$ cat config.mk
export PLATFORM = sky130hd
export DESIGN_NAME = noise_gate_envelope_unit
export DESIGN_NICKNAME = d
export VERILOG_FILES = /design/src/hdl/nge_pkg.sv /design/src/hdl/noise_gate_envelope_unit.sv
export SDC_FILE = /design/constraint.sdc
export NUM_CORES = 2
export LEC_CHECK = 0
export BUFFER_PORTS_ARGS = -buffer_cell sky130_fd_sc_hd__buf_2
export CAP_MARGIN = 20
export CORE_ASPECT_RATIO = 0.9
export CORE_MARGIN = 1
export CORE_UTILIZATION = 60
export CTS_BUF_LIST = sky130_fd_sc_hd__clkbuf_4
export DETAILED_ROUTE_END_ITERATION = 10
export PLACE_DENSITY_LB_ADDON = 0.08
export SLEW_MARGIN = 15
export SYNTH_ARGS = -nofsm -noshare
export SYNTH_HDL_FRONTEND = slang
export SYNTH_SLANG_ARGS = --single-unit
$ cat constraint.sdc
create_clock -name clk -period 12 [get_ports clk]
set_input_delay 1.8 -clock clk [delete_from_list [all_inputs] [get_ports clk]]
set_output_delay 1.8 -clock clk [all_outputs]
set_load 0.02 [all_outputs]
$ cat src/hdl/nge_pkg.sv
// Shared types and constants of the noise gate envelope unit.
package nge_pkg;

  // Width of the configuration data port and of the wide registers
  localparam int CFG_W      = 25;
  // Width of the hold length register
  localparam int HOLD_CFG_W = 20;
  // Width of the register index
  localparam int CFG_IDX_W  = 3;

  // Register indexes
  localparam logic [CFG_IDX_W-1:0] CFG_THRESHOLD = 3'd0;
  localparam logic [CFG_IDX_W-1:0] CFG_ATTACK    = 3'd1;
  localparam logic [CFG_IDX_W-1:0] CFG_DECAY     = 3'd2;
  localparam logic [CFG_IDX_W-1:0] CFG_HOLD      = 3'd3;
  localparam logic [CFG_IDX_W-1:0] CFG_FLOOR     = 3'd4;

  // Register reset values
  localparam logic [CFG_W-1:0]      THRESHOLD_RST = 25'd2653;
  localparam logic [CFG_W-1:0]      ATTACK_RST    = 25'd87381;
  localparam logic [CFG_W-1:0]      DECAY_RST     = 25'd6991;
  localparam logic [HOLD_CFG_W-1:0] HOLD_RST      = 20'd240;
  localparam logic [CFG_W-1:0]      FLOOR_RST     = 25'd530542;

  // Gate phase codes, as seen on the gate_phase output
  typedef enum logic [1:0] {
    PH_CLOSED = 2'd0,
    PH_ATTACK = 2'd1,
    PH_OPEN   = 2'd2,
    PH_DECAY  = 2'd3
  } gate_phase_t;

endpackage

$ cat src/hdl/noise_gate_envelope_unit.sv
// Noise gate with attack, hold and decay envelope, built round one shared multiplier.
// Each accepted item runs S_UPDATE, S_MUL_FLOOR, S_GAIN, S_MUL_SAMPLE, then S_DONE sets
// out_valid once the output register holds no untaken earlier result. A new item is taken
// only in S_IDLE, after the last is passed on; the multiplier is used twice per item.
// Reset: rst (synchronous) closes the gate, clears level and hold count, empties the
// output register and loads the register defaults.
module noise_gate_envelope_unit
  import nge_pkg::*;
#(
  parameter int SAMPLE_BITS    = 24,
  parameter int GAIN_FRAC_BITS = 24,
  parameter int HOLD_BITS      = 20
) (
  input  logic                          clk,
  input  logic                          rst,
  input  logic                          in_valid,
  output logic                          in_ready,
  input  logic signed [SAMPLE_BITS-1:0] sample_in,
  output logic                          out_valid,
  input  logic                          out_ready,
  output logic signed [SAMPLE_BITS-1:0] sample_out,
  output logic [1:0]                    gate_phase,
  input  logic                          cfg_write_enable,
  input  logic [CFG_IDX_W-1:0]          cfg_index,
  input  logic [CFG_W-1:0]              cfg_data
);

  localparam int GW = GAIN_FRAC_BITS + 1;
  localparam int LW = ((GW > CFG_W) ? GW : CFG_W) + 1;
  localparam int MW = (SAMPLE_BITS > GW) ? SAMPLE_BITS : GW;
  localparam int PW = 2 * MW;
  localparam int CW = (SAMPLE_BITS > CFG_W) ? SAMPLE_BITS : CFG_W;

  localparam logic [GW-1:0] ONE_G = GW'(1) << GAIN_FRAC_BITS;
  localparam logic [LW-1:0] ONE_L = LW'(1) << GAIN_FRAC_BITS;
  localparam logic [PW-1:0] RND   = (PW'(1) << GAIN_FRAC_BITS) - PW'(1);

  typedef enum logic [2:0] {
    S_IDLE,
    S_UPDATE,
    S_MUL_FLOOR,
    S_GAIN,
    S_MUL_SAMPLE,
    S_DONE
  } seq_t;

  seq_t                   seq;
  logic [CFG_W-1:0]       threshold_level;
  logic [CFG_W-1:0]       attack_step;
  logic [CFG_W-1:0]       decay_step;
  logic [HOLD_CFG_W-1:0]  hold_samples;
  logic [CFG_W-1:0]       floor_gain;

  gate_phase_t            phase, phase_next;
  logic [GW-1:0]          level, level_next;
  logic [HOLD_BITS-1:0]   hold_count, hold_count_next;

  logic [SAMPLE_BITS-1:0] mag;
  logic                   neg;
  logic                   loud;
  logic [GW-1:0]          gain;
  logic [PW-1:0]          prod;

  logic [SAMPLE_BITS-1:0] in_mag;
  logic                   in_loud;
  logic [LW-1:0]          level_ext, attack_sum, decay_ext;
  logic [GW-1:0]          floor_clamped;
  logic [GW-1:0]          gain_calc;
  logic [MW-1:0]          mul_a, mul_b;
  logic [PW-1:0]          mul_out;
  logic [PW-1:0]          q_pos, q_neg;
  logic                   out_free;

  assign in_ready = (seq == S_IDLE);
  assign out_free = !out_valid || out_ready;

  // Magnitude of the incoming sample; the most negative code maps to 2^(SAMPLE_BITS-1)
  assign in_mag  = sample_in[SAMPLE_BITS-1] ? (SAMPLE_BITS'(0) - SAMPLE_BITS'(sample_in))
                                            : SAMPLE_BITS'(sample_in);
  assign in_loud = CW'(in_mag) >= CW'(threshold_level);

  assign floor_clamped = (LW'(floor_gain) > ONE_L) ? ONE_G : GW'(floor_gain);

  // Envelope update
  assign level_ext  = LW'(level);
  assign attack_sum = level_ext + LW'(attack_step);
  assign decay_ext  = LW'(decay_step);

  always_comb begin
    phase_next      = phase;
    level_next      = level;
    hold_count_next = hold_count;
    case (phase)
      PH_CLOSED: begin
        if (loud) phase_next = PH_ATTACK;
      end
      PH_ATTACK: begin
        if (attack_sum >= ONE_L) begin
          level_next      = ONE_G;
          phase_next      = PH_OPEN;
          hold_count_next = HOLD_BITS'(hold_samples);
        end else begin
          level_next = GW'(attack_sum);
        end
      end
      PH_OPEN: begin
        if (hold_count == '0) begin
          if (!loud) phase_next = PH_DECAY;
        end else begin
          hold_count_next = hold_count - HOLD_BITS'(1);
        end
      end
      PH_DECAY: begin
        if (level_ext > decay_ext) level_next = GW'(level_ext - decay_ext);
        else level_next = '0;
        if (loud) phase_next = PH_ATTACK;
        else if (level_next == '0) phase_next = PH_CLOSED;
      end
      default: begin
        phase_next = PH_CLOSED;
      end
    endcase
  end

  // Shared multiplier: floor times headroom, then magnitude times gain
  always_comb begin
    case (seq)
      S_MUL_FLOOR: begin
        mul_a = MW'(floor_clamped);
        mul_b = MW'(ONE_G - level);
      end
      default: begin
        mul_a = MW'(mag);
        mul_b = MW'(gain);
      end
    endcase
  end

  assign mul_out = PW'(mul_a) * PW'(mul_b);

  assign gain_calc = (level == '0) ? floor_clamped
                                   : level + GW'(prod >> GAIN_FRAC_BITS);

  // Truncate toward minus infinity on both signs
  assign q_pos = prod >> GAIN_FRAC_BITS;
  assign q_neg = (prod + RND) >> GAIN_FRAC_BITS;

  always_ff @(posedge clk) begin
    if (rst) begin
      seq             <= S_IDLE;
      threshold_level <= THRESHOLD_RST;
      attack_step     <= ATTACK_RST;
      decay_step      <= DECAY_RST;
      hold_samples    <= HOLD_RST;
      floor_gain      <= FLOOR_RST;
      phase           <= PH_CLOSED;
      level           <= '0;
      hold_count      <= '0;
      out_valid       <= 1'b0;
    end else begin
      if (cfg_write_enable) begin
        case (cfg_index)
          CFG_THRESHOLD: threshold_level <= cfg_data;
          CFG_ATTACK:    attack_step     <= cfg_data;
          CFG_DECAY:     decay_step      <= cfg_data;
          CFG_HOLD:      hold_samples    <= cfg_data[HOLD_CFG_W-1:0];
          CFG_FLOOR:     floor_gain      <= cfg_data;
          default: ;
        endcase
      end

      // Drop the result once taken, unless a new one replaces it this cycle
      if (out_valid && out_ready && seq != S_DONE) out_valid <= 1'b0;

      case (seq)
        S_IDLE: begin
          if (in_valid) begin
            mag  <= in_mag;
            neg  <= sample_in[SAMPLE_BITS-1];
            loud <= in_loud;
            seq  <= S_UPDATE;
          end
        end
        S_UPDATE: begin
          phase      <= phase_next;
          level      <= level_next;
          hold_count <= hold_count_next;
          seq        <= S_MUL_FLOOR;
        end
        S_MUL_FLOOR: begin
          prod <= mul_out;
          seq  <= S_GAIN;
        end
        S_GAIN: begin
          gain <= gain_calc;
          seq  <= S_MUL_SAMPLE;
        end
        S_MUL_SAMPLE: begin
          prod <= mul_out;
          seq  <= S_DONE;
        end
        S_DONE: begin
          // Hold the result until the output register is free
          if (out_free) begin
            sample_out <= neg ? SAMPLE_BITS'(PW'(0) - q_neg) : SAMPLE_BITS'(q_pos);
            gate_phase <= phase;
            out_valid  <= 1'b1;
            seq        <= S_IDLE;
          end
        end
        default: begin
          seq <= S_IDLE;
        end
      endcase
    end
  end

endmodule

==> reports/summary.md <==
Ranked by instance count, the synthesized netlist is headed by 705 x sky130_fd_sc_hd__nand2_1, 692 x sky130_fd_sc_hd__inv_1, 528 x sky130_fd_sc_hd__fa_1, 479 x sky130_fd_sc_hd__nor2_1, 286 x sky130_fd_sc_hd__ha_1. The share of synthesized flip-flops with an asynchronous set or reset was 0. TritonCTS built the clock tree.

For the worst-skew pair, the clock arrives at the later sink with an insertion delay of 0.92 ns. At the end of the flow, the number of nets in the layout was 5362. After synthesis the cells add up to 0.0374 mm². In this run, post-CTS hold repair placed 0 buffers. Once the clock tree was built, the setup fixing pass inserted 0 buffers. Counting stages on the worst path, the most repeated cell is sky130_fd_sc_hd__fa_1. The worst hold slack across all endpoints was 0.454 ns; the core outline area was 0.0614 mm². In this run the mean area of a mapped cell was 8.47 µm². The flow ran to the end, and the final reports show no timing, DRC or antenna violations. Number of warning messages in the yosys log: 0. Clock-pin slew was measured on the worst setup and hold paths at 0.06 ns. For the footprint of the multi-input gates, the log shows 0.0270 mm². The first global-routing pass estimated 187000 µm of wire.

For the number of global-route vias before repair, the log shows 30500. For the number of non-filler instances in the completed layout, the log shows 5394. On the critical path, the stage with the largest delay is an instance of sky130_fd_sc_hd__fa_1. The die is 265 µm wide. For this design the top-level I/O count stands at 85. The synthesized netlist contains 85 unique library cells.

The worst register-to-register path ends at prod[39]. The synthesized design contains 126 enable-type register cells. The tree built by TritonCTS fans out to 297 sinks.

The number of buffers added on ports works out to 84. For the share of the yosys chip area belonging to registers, the log shows 0.193. The tools report the nature of the critical path endpoint as a flop.

Among all flip-flop cells after synthesis, the most frequent one is sky130_fd_sc_hd__dfxtp_1. The run gives 0.608 as the effective utilization at floorplan. After detailed routing, the average wire length per cell comes to 23.3 µm. The half-perimeter wire length of the detailed placement result was 97900 µm. Across the routed clock network, the largest skew measured is 0.121 ns. The post-synthesis cell count came out at 4414. The worst register-to-register path begins at level[1]. In this run the worst hold path is classified as flop to flop. After routing, the total negative slack on setup checks comes to 0 ns. The number of nets still failing antenna checks after routing is 0, and the final cycle utilization of the critical path is 0.849.

The number of violations of the max-capacitance limit is 0. The run gives 0.222 as the relative slew slack. For this block, the routed nets add up to 126000 µm of wire. Counting cells, the worst reg-to-reg path comes to 31. The number of setup violations in the final report was 0; the register-to-register path setup slack was 1.81 ns. In this design, the stage delay of the slowest critical-path cell is 0.59 ns. In this run, CTS created clock tree buffers numbering 83.

The logs give 10.83 ns for the arrival time of the worst setup path and 1.01 for the global placement routability congestion. In the routed layout, each cell is associated on average with a via count of 5.94. Counting I/O delays and the setup requirement, the final critical path takes 10.19 ns. By instance count, the leading cell after synthesis is sky130_fd_sc_hd__nand2_1. DRC violation count after routing: 0.

After floorplanning, the core was divided into 86 placement rows. Clock tree synthesis selected as its root buffer the cell sky130_fd_sc_hd__clkbuf_4. The tools report the detailed-routing iteration count for the pre-antenna-repair pass as 7. The run gives 0.403 as the overall routing resource usage. The worst hold path passes through 2 cells. The worst hold path begins at hold_samples[16]. Setup repair after global routing left no endpoint under its margin. The number of pins exceeding their max-slew limit in the final report is 0, and the fraction of final layout cells with drive strength greater than 1 is 0.0784. The die covers 0.0633 mm². Most area-hungry cell type in the Yosys netlist: sky130_fd_sc_hd__fa_1. The actual slew at the worst max-slew pin is 1.17 ns. Floorplan die height: 239 µm.

Based on the critical path, the design can be clocked at up to 98.1 MHz. The area share of the leading cell type in the synthesized netlist was 0.283. Entering global routing, the biggest net connects 91 pins.

The H-tree was split into 3 levels. The clock passes through at most 3 buffers. The number of antenna violations at the first check in global routing was 3. Once placement completed, the tool counted placed cells totaling 5242. Synthesis inferred 297 register bits.

Along the worst path, the maximum fanout reaches 15. The layout has 5420 filler cells. The number of endpoints with negative hold slack in the final report is 0.

The run gives 0 as the post-cts repair resize count. The tools report the end of the worst hold path as hold_samples[16]. The worst setup path category was flop to flop. The logs give 12.64 ns for the required time of the critical path and 32000 for the number of vias after detailed routing.

The DRC violation total after the first TritonRoute iteration is 3688. STA classifies the critical path startpoint as a flop. After synthesis, the cell types taking the most area are sky130_fd_sc_hd__fa_1 28%, sky130_fd_sc_hd__edfxtp_1 10%, sky130_fd_sc_hd__ha_1 9.6%.

From synthesis to final layout, the design area changed by 7.15%. Synthesis produced a netlist with a net count of 5285. The tools report the overflow left after global routing as 0. The tools report the area of all sequential standard cells as 0.00721 mm².
## how the worst max path moves through the flow
stage,startpoint,to,cells past startpoint
floorplan,level[2],prod[41],30
global placement,level[2],prod[39],27
CTS,level[1],prod[39],31
global route,level[1],prod[47],34
finish,level[1],prod[39],31
detailed placement,level[1],prod[47],32
## per-stage QoR
step	area, µm²	util	setup slack (ns)
2_1_floorplan	37400	-	3.45
3_3_place_gp	38900	0.634	2.19
3_5_place_dp	38900	0.634	2.12
4_1_cts	40000	0.651	2.10
5_1_grt	40000	0.652	1.39
6_report	40000	0.652	1.81
## routing by layer
layer  up-vias  routed length (µm)  GRT usage
met4         4                3800      0.118
li1      14400                   -          -
met2      1927               48600      0.541
met5         -                  71          0
met3       260               19500      0.172
met1     15400               53600      0.583
## cell families after synthesis
family          count (synthesis)  synth area share
xor+xnor                      166            0.0389
fa+ha+maj                     814             0.379
flops                         297             0.193
mux                            12           0.00321
simple gates                 1512             0.175
compound gates                734             0.123
buf+inv                       879            0.0883
## worst max-delay path: cells and delay by family (launching register included)
| family | cells | cell delay, ns |
|---|---|---|
| buffers and inverters | 5 | 0.66 |
| adder cells (fa/ha/maj) | 9 | 4.22 |
| AND/OR/NAND/NOR | 11 | 3.48 |
| flip-flops | 1 | 0.40 |
| AO/OA/AOI/OAI | 5 | 1.03 |
| XOR/XNOR | 1 | 0.19 |
## area by class of cell
| type | instances | share of cell area |
|---|---|---|
| antenna | 2 | 0.000125 |
| clock buffer | 125 | 0.0234 |
| clock inverter | 25 | 0.00359 |
| inverter | 694 | 0.0651 |
| multi-input combinational | 3238 | 0.674 |
| sequential | 297 | 0.180 |
| tap | 836 | 0.0261 |
| timing repair buffer | 177 | 0.0280 |
## state kept, by name (all words and copies together), names as in the netlist
register	count
prod	49
attack_step	25
decay_step	25
floor_gain	25
gain	25
level	25
threshold_level	25
mag	24
sample_out	24
hold_count	20
hold_samples	20
seq	3
gate_phase	2
phase	2
loud	1
neg	1
out_valid	1
## cell usage in the layout, fill, tap and decap left out, drive strengths merged, types with 18 or more instances in the layout
cell type  synthesis  routed
buf               13     177
clkbuf           172     125
dfxtp            171     171
a211oi            33      33
o21a              60      60
inv              693     696
nor3              39      39
and3              24      24
nand2b            33      33
xnor2            124     124
xor2              42      42
or3               19      19
fa               528     528
and2              28      28
nand2            706     706
o21ai            167     167
a21oi            239     239
a211o             18      18
or4               18      18
edfxtp           126     126
nand3             43      43
a21o              66      66
nor4              26      26
a22oi             18      18
ha               286     286
nor2             480     480
nand4             19      19
nand3b            30      30
clkinv             1      22
Power is left out: the tool's default activity adds up to more than one toggle a clock period on the data nets, which glitch-free logic cannot reach.
